[config.mk]
export PLATFORM = sky130hd
export DESIGN_NAME = circular_deque_top
export DESIGN_NICKNAME = d
export VERILOG_FILES = /design/src/design/cdq_pkg.sv /design/src/design/cdq_cell.sv /design/src/design/circular_deque_top.sv
export SDC_FILE = /design/constraint.sdc
export NUM_CORES = 2
export LEC_CHECK = 0
export ABC_AREA = 1
export BUFFER_PORTS_ARGS = -buffer_cell sky130_fd_sc_hd__buf_2
export CELL_PAD_IN_SITES_DETAIL_PLACEMENT = 0
export CELL_PAD_IN_SITES_GLOBAL_PLACEMENT = 2
export CORE_ASPECT_RATIO = 0.5
export CORE_UTILIZATION = 29
export DETAILED_ROUTE_END_ITERATION = 12
export GPL_ROUTABILITY_DRIVEN = 0
export PLACE_DENSITY_LB_ADDON = 0.1
export SLEW_MARGIN = 20
export SYNTH_ARGS = -nofsm -noshare
export SYNTH_HDL_FRONTEND = slang
export SYNTH_SLANG_ARGS = --single-unit
[constraint.sdc]
create_clock -name clock -period 7.3 [get_ports clock]
set_input_delay 0.365 -clock clock [delete_from_list [all_inputs] [get_ports clock]]
set_output_delay 0.365 -clock clock [all_outputs]
set_load 0.02 [all_outputs]
[src/design/cdq_pkg.sv]
`default_nettype none
// ----------------------------------------------------------------------------
// cdq_pkg
// Shared types and constants for the circular deque: payload structs,
// opcodes, status codes and the per-cycle control word broadcast to cells.
// ----------------------------------------------------------------------------
package cdq_pkg;

   localparam int DEPTH     = 32;
   localparam int WORD_BITS = 32;

   // opcodes
   localparam logic [2:0] OP_PUSH_REAR  = 3'd0;
   localparam logic [2:0] OP_PUSH_FRONT = 3'd1;
   localparam logic [2:0] OP_POP_REAR   = 3'd2;
   localparam logic [2:0] OP_POP_FRONT  = 3'd3;
   localparam logic [2:0] OP_CLEAR      = 3'd4;

   // status codes
   localparam logic [1:0] ST_DONE  = 2'd0;
   localparam logic [1:0] ST_FULL  = 2'd1;
   localparam logic [1:0] ST_EMPTY = 2'd2;

   typedef logic signed [WORD_BITS-1:0] word_type;

   typedef struct packed {
      logic [2:0] opcode;
      word_type   value_in;
   } req_payload_type;

   typedef struct packed {
      word_type   value_out;
      logic [1:0] status;
      logic       now_empty;
      logic       now_full;
   } rsp_payload_type;

   // qualified operation, broadcast to every cell
   typedef struct packed {
      logic push_front;
      logic push_rear;
      logic pop_front;
      logic pop_rear;
      logic clear;
   } cell_ctrl_type;

endpackage : cdq_pkg
`default_nettype wire

[src/design/cdq_cell.sv]
`default_nettype none
// ----------------------------------------------------------------------------
// cdq_cell
// One slot of the shifting deque. Holds a word and an occupied flag, and
// moves data to or from its neighbors on front pushes and front pops.
// ----------------------------------------------------------------------------
module cdq_cell (
   input  wire logic               clock,
   input  wire logic               reset,
   input  wire cdq_pkg::cell_ctrl_type ctrl,
   input  wire cdq_pkg::word_type  push_word,
   input  wire logic               left_valid,
   input  wire cdq_pkg::word_type  left_data,
   input  wire logic               right_valid,
   input  wire cdq_pkg::word_type  right_data,
   output logic                    valid,
   output cdq_pkg::word_type       data,
   output cdq_pkg::word_type       tail_data
);
   import cdq_pkg::*;

   logic     valid_ff, valid_in;
   word_type data_ff, data_in;

   // next slot contents
   always_comb begin
      valid_in = valid_ff;
      data_in  = data_ff;
      if (ctrl.clear) begin
         valid_in = 1'b0;
      end else if (ctrl.push_front) begin
         valid_in = left_valid;
         data_in  = left_data;
      end else if (ctrl.push_rear) begin
         if (!valid_ff && left_valid) begin
            valid_in = 1'b1;
            data_in  = push_word;
         end
      end else if (ctrl.pop_front) begin
         valid_in = right_valid;
         data_in  = right_data;
      end else if (ctrl.pop_rear) begin
         if (valid_ff && !right_valid) begin
            valid_in = 1'b0;
         end
      end
   end

   // occupied flag
   always_ff @(posedge clock) begin
      if (reset) begin
         valid_ff <= 1'b0;
      end else begin
         valid_ff <= valid_in;
      end
   end

   // word storage
   always_ff @(posedge clock) begin
      data_ff <= data_in;
   end

   assign valid     = valid_ff;
   assign data      = data_ff;
   // rear word, masked so the top can or-reduce across cells
   assign tail_data = (valid_ff && !right_valid) ? data_ff : '0;

endmodule : cdq_cell
`default_nettype wire

[src/design/circular_deque_top.sv]
`default_nettype none
// ----------------------------------------------------------------------------
// circular_deque_top
// Double-ended queue of DEPTH words built as a row of shifting cells.
// ----------------------------------------------------------------------------
// Usage:
//   req_* carries one operation (opcode, value_in) per transfer; rsp_* returns
//   exactly one result per operation, in order: popped word, status, and the
//   empty and full flags after the operation.
//   Word order is kept front-aligned: cell 0 is the front, the last occupied
//   cell is the rear. Front push and front pop shift the whole row by one
//   cell together; rear push and rear pop touch one cell.
//   The response is registered: rsp_valid rises in the cycle after the
//   request transfer. One operation is accepted per cycle while the
//   receiver takes responses; the response register holds one entry.
//   A push on a full deque or a pop on an empty one leaves the contents as
//   they were and reports full or empty in status.
//   Reset empties the deque at once (occupied flags cleared); no sweep.
//   When the receiver stalls, the response register holds and req_ready
//   drops until the pending response transfers.
// ----------------------------------------------------------------------------
module circular_deque_top (
   input  wire logic                     clock,
   input  wire logic                     reset,
   input  wire logic                     req_valid,
   output logic                          req_ready,
   input  wire cdq_pkg::req_payload_type req_payload,
   output logic                          rsp_valid,
   input  wire logic                     rsp_ready,
   output cdq_pkg::rsp_payload_type      rsp_payload
);
   import cdq_pkg::*;

   logic            cell_valid [DEPTH];
   word_type        cell_data  [DEPTH];
   word_type        cell_tail  [DEPTH];
   cell_ctrl_type   ctrl;
   word_type        tail_word;
   logic            is_empty, is_full, accept;
   logic            rsp_valid_ff, rsp_valid_in;
   rsp_payload_type rsp_ff, rsp_in;

   assign is_empty  = !cell_valid[0];
   assign is_full   = cell_valid[DEPTH-1];
   assign req_ready = !rsp_valid_ff || rsp_ready;
   assign accept    = req_valid && req_ready;

   // qualified operation for the cells
   always_comb begin
      ctrl            = '0;
      ctrl.push_rear  = accept && (req_payload.opcode == OP_PUSH_REAR)  && !is_full;
      ctrl.push_front = accept && (req_payload.opcode == OP_PUSH_FRONT) && !is_full;
      ctrl.pop_rear   = accept && (req_payload.opcode == OP_POP_REAR)   && !is_empty;
      ctrl.pop_front  = accept && (req_payload.opcode == OP_POP_FRONT)  && !is_empty;
      ctrl.clear      = accept && (req_payload.opcode == OP_CLEAR);
   end

   // row of cells
   for (genvar i = 0; i < DEPTH; i++) begin : g_cell
      logic     lv, rv;
      word_type ld, rd;
      if (i == 0) begin : g_first
         assign lv = 1'b1;
         assign ld = req_payload.value_in;
      end else begin : g_mid_l
         assign lv = cell_valid[i-1];
         assign ld = cell_data[i-1];
      end
      if (i == DEPTH-1) begin : g_last
         assign rv = 1'b0;
         assign rd = '0;
      end else begin : g_mid_r
         assign rv = cell_valid[i+1];
         assign rd = cell_data[i+1];
      end
      cdq_cell u_cell (
         .clock       (clock),
         .reset       (reset),
         .ctrl        (ctrl),
         .push_word   (req_payload.value_in),
         .left_valid  (lv),
         .left_data   (ld),
         .right_valid (rv),
         .right_data  (rd),
         .valid       (cell_valid[i]),
         .data        (cell_data[i]),
         .tail_data   (cell_tail[i])
      );
   end

   // rear word: at most one cell, the rear one, passes its word; the rest drive zero
   always_comb begin
      tail_word = '0;
      for (int i = 0; i < DEPTH; i++) begin
         tail_word = tail_word | cell_tail[i];
      end
   end

   // response for the current operation
   always_comb begin
      rsp_in.value_out = '0;
      rsp_in.status    = ST_DONE;
      rsp_in.now_empty = is_empty;
      rsp_in.now_full  = is_full;
      case (req_payload.opcode)
         OP_PUSH_REAR, OP_PUSH_FRONT: begin
            if (is_full) begin
               rsp_in.status = ST_FULL;
            end else begin
               rsp_in.now_empty = 1'b0;
               rsp_in.now_full  = cell_valid[DEPTH-2];
            end
         end
         OP_POP_REAR: begin
            if (is_empty) begin
               rsp_in.status = ST_EMPTY;
            end else begin
               rsp_in.value_out = tail_word;
               rsp_in.now_empty = !cell_valid[1];
               rsp_in.now_full  = 1'b0;
            end
         end
         OP_POP_FRONT: begin
            if (is_empty) begin
               rsp_in.status = ST_EMPTY;
            end else begin
               rsp_in.value_out = cell_data[0];
               rsp_in.now_empty = !cell_valid[1];
               rsp_in.now_full  = 1'b0;
            end
         end
         OP_CLEAR: begin
            rsp_in.now_empty = 1'b1;
            rsp_in.now_full  = 1'b0;
         end
         default: begin
            rsp_in.status = ST_DONE;
         end
      endcase
   end

   // response valid
   always_comb begin
      rsp_valid_in = rsp_valid_ff;
      if (accept) begin
         rsp_valid_in = 1'b1;
      end else if (rsp_ready) begin
         rsp_valid_in = 1'b0;
      end
   end

   always_ff @(posedge clock) begin
      if (reset) begin
         rsp_valid_ff <= 1'b0;
      end else begin
         rsp_valid_ff <= rsp_valid_in;
      end
   end

   // response payload register
   always_ff @(posedge clock) begin
      if (accept) begin
         rsp_ff <= rsp_in;
      end
   end

   assign rsp_valid   = rsp_valid_ff;
   assign rsp_payload = rsp_ff;

endmodule : circular_deque_top
`default_nettype wire

==> results.py <==
metrics = {
    "run": {
        "maxCapViolCount": 0,
    },
    "setup_path": {
        "crit_path_start": "rsp_valid",
        "crit_top_cell": "buf_4",
        "worst-path-buf-inv": 4,
        "timing.critical_path.max_delay_family": "buffers and inverters",
        "end_kind": "flop",
        "regToRegEndpoint": "g_cell[24].u_cell.data[23]",
        "critPathSlowestCell": "buf_4",
        "worstSetupPathType": "reg2reg",
        "critPathRequiredTime_ns": 7.66,
        "worstReg2RegStart": "rsp_valid",
        "cp_max_fo": 35,
        "reg2reg_depth": 9,
        "worstPathCellList": "a21oi_4 -> buf_4 -> nand2_4 -> nand2_1 -> buf_4 -> nor2_4 -> buf_4 -> a21oi_4 -> buf_4",
        "crit_arrival_ns": 4.96,
        "r2r_slack_ns": 2.70,
        "critical-path-max-stage-delay_ns": 0.76,
        "setup.worst_path.start_class": "flop",
    },
    "final_layout": {
        "drive_gt1_share_pct": 22.4,
        "final_nets": 5792,
        "areaGrowthSynthToFinish_pct": 11.5,
        "fill_cells": 21536,
        "final_cell_count_no_fill": 8705,
        "multi_input_area_sq_um": 23700,
        "seq_area_sq_um": 32500,
    },
    "synthesis": {
        "syn_nets": 5859,
        "synth_top_cells_by_count": "nand2_1 (1080), edfxtp_1 (1060), inv_1 (1031)",
        "yosysWarnings": 0,
        "netlist_area_sq_um": 62300,
        "synth_area_per_cell_sq_um": 10.7,
        "ys_async_sr_fraction_pct": 0,
        "synth_ff_type": "edfxtp_1",
        "ys_ff_latch": 1093,
        "yosysTopAreaCell": "edfxtp_1",
        "synth_most_common_cell": "nand2_1",
        "synthTopCellsByArea": "edfxtp_1 (51%), o221ai_2 (20%), nand2_1 (6.5%), inv_1 (6.2%), o21ai_0 (4.4%)",
        "synthDistinctLibCells": 32,
        "synthCells": 5820,
        "yosysSeqAreaShare_pct": 52.1,
        "synth_edf_count": 1060,
        "synth_top_cell_area_share_pct": 51.1,
    },
    "clock_network": {
        "clockBufferDepth": 3,
        "cts_buffers": 119,
        "clk_pin_slew_ns": 0.07,
        "cts-root-buf": "clkbuf_16",
        "h-tree-depth": 3,
        "cts_setup_buffers": 0,
        "insertion_delay_ns": 0.77,
        "cts_sinks": 1093,
        "cts_tree": "built",
    },
    "sta": {
        "final_hold_viol_count": 0,
        "rsz0062_at_grt": "false",
        "layout_min_cycle_time_ns": 4.60,
        "slew_violations": 0,
        "setup-violations-final": 0,
        "final.setup.worst_slack_ns": 2.70,
        "setup_tns_ns": 0,
        "finClkSkew_ns": 0.0295,
        "hold_ws_ns": 0.0526,
        "min_period_over_period_pct": 63.0,
        "max_freq_mhz": 217,
        "worst_pin_slew_ns": 1.24,
        "relSlewSlack_pct": 17.2,
    },
    "placement": {
        "dp_hpwl_mm": 165,
        "io_buffers": 76,
        "place_ws_ns": 2.35,
        "place_inst": 8438,
    },
    "routing": {
        "viasPerCell": 5.46,
        "postRouteAntennaNets": 0,
        "initialDrtViolationCount": 6095,
        "post_drt_wl_per_cell_um": 32.1,
        "num_vias": 47492,
        "dr.pass1.iters": 5,
        "drc_errors": 0,
        "wl_mm": 279,
    },
    "worst_hold_path": {
        "hold_end": "g_cell[0].u_cell.data[9]",
        "hp-class": "in2reg",
        "min_path_cells": 3,
        "min_from": "req_payload[9]",
    },
    "global_route": {
        "grt_use_total_pct": 25.3,
        "grt_overflow": 0,
        "grt_max_degree": 150,
        "grt_pass1_wl_mm": 386,
        "antenna_found_initial": 31,
        "grt_pass1_vias": 46091,
    },
    "die": {
        "die_y_um": 330,
        "rows": 119,
        "die_x_um": 658,
        "die-area_sq_um": 217000,
        "core_area_sq_um": 212000,
        "start_util_pct": 29.4,
        "io_pins": 77,
    },
    "pwr": {
        "vdd_drop_max_mv": 0.163,
        "leakage_nw": 25.2,
        "finalPower_mw": 15.2,
        "powerDensity_nw_per_um2": 219,
    },
    "run_status": {
        "outcome": "finished, final reports clean",
    },
}
## flip-flops by register name, indices dropped and copies added (netlist names)
signal               cells
g_cell.u_cell.valid     32
rsp_valid                1
g_cell.u_cell.data    1024
rsp_payload             36
## per-layer routing
layer	up-vias	GRT usage, %	wire length, um
met3	240	3.21	18800
met4	0	4.59	4750
met1	24682	39.0	136000
met2	1847	37.8	120000
met5	-	0	0
li1	20723	-	-
## layout by cell type (no fill, tap or decap), types with 13 or more instances in the layout
master	instances
a21oi_4	34
buf_12	15
buf_2	76
buf_4	135
clkbuf_1	29
clkbuf_16	123
clkinv_1	29
clkinv_2	22
dfxtp_1	32
diode_2	13
dlygate4sd3_1	36
edfxtp_1	1060
inv_1	1030
nand2_1	1064
nand2_4	13
nand3_1	34
nor2_1	515
nor2_4	18
o211ai_1	33
o21ai_0	544
o21ai_1	36
o221ai_1	88
o221ai_2	840
## kinds of logic after synthesis
kind of cell	synth area share [%]
AO/OA/AOI/OAI	26.9
AND/OR/NAND/NOR	10.1
flip-flops	52.1
buffers and inverters	10.9
## worst register-to-register path, delay by kind of cell, from the launching register on
family                 cells  cell delay (ns)
buffers and inverters      4             2.05
AND/OR/NAND/NOR            3             0.88
AO/OA/AOI/OAI              2             0.84
flip-flops                 1             0.34
## final cells by class
cell class	count	share of cell area [%]
Inverter	1039	5.64
Tap cell	2843	5.12
Timing Repair Buffer	264	3.03
Clock inverter	65	0.790
Multi-Input combinational cell	3236	34.0
Sequential cell	1093	46.7
Antenna cell	13	0.0468
Clock buffer	152	4.58
## timing repair
| item | CTS | global route |
|---|---|---|
| hold buffers | 36 | 0 |
| endpoints found under the hold margin | 35 | 0 |
| resized for setup | 0 | 0 |
## worst max path at each step
stage                                 end  slack (ns)  cells past startpoint
4_1_cts        g_cell[16].u_cell.data[23]        2.59                      9
3_5_place_dp   g_cell[24].u_cell.data[24]        2.35                     11
6_report       g_cell[24].u_cell.data[23]        2.70                      9
5_1_grt        g_cell[14].u_cell.data[24]        2.57                      9
3_3_place_gp   g_cell[24].u_cell.data[23]        2.27                     11
2_1_floorplan   g_cell[20].u_cell.data[0]        3.38                      6
## power by group
part | total [mW] | switching [mW] | internal, mW
Clock | 6.23 | 2.85 | 3.38
Combinational | 1.70 | 1.22 | 0.479
Sequential | 7.30 | 0.0987 | 7.21
## through the flow
step / cell area [sq um] / utilization (%)
floorplan: 62300 / -
global placement: 65300 / 30.8
detailed placement: 65400 / 30.8
CTS: 69500 / 32.8
global route: 69500 / 32.8
finish: 69500 / 32.8
Power figures use the tool's default switching activity.
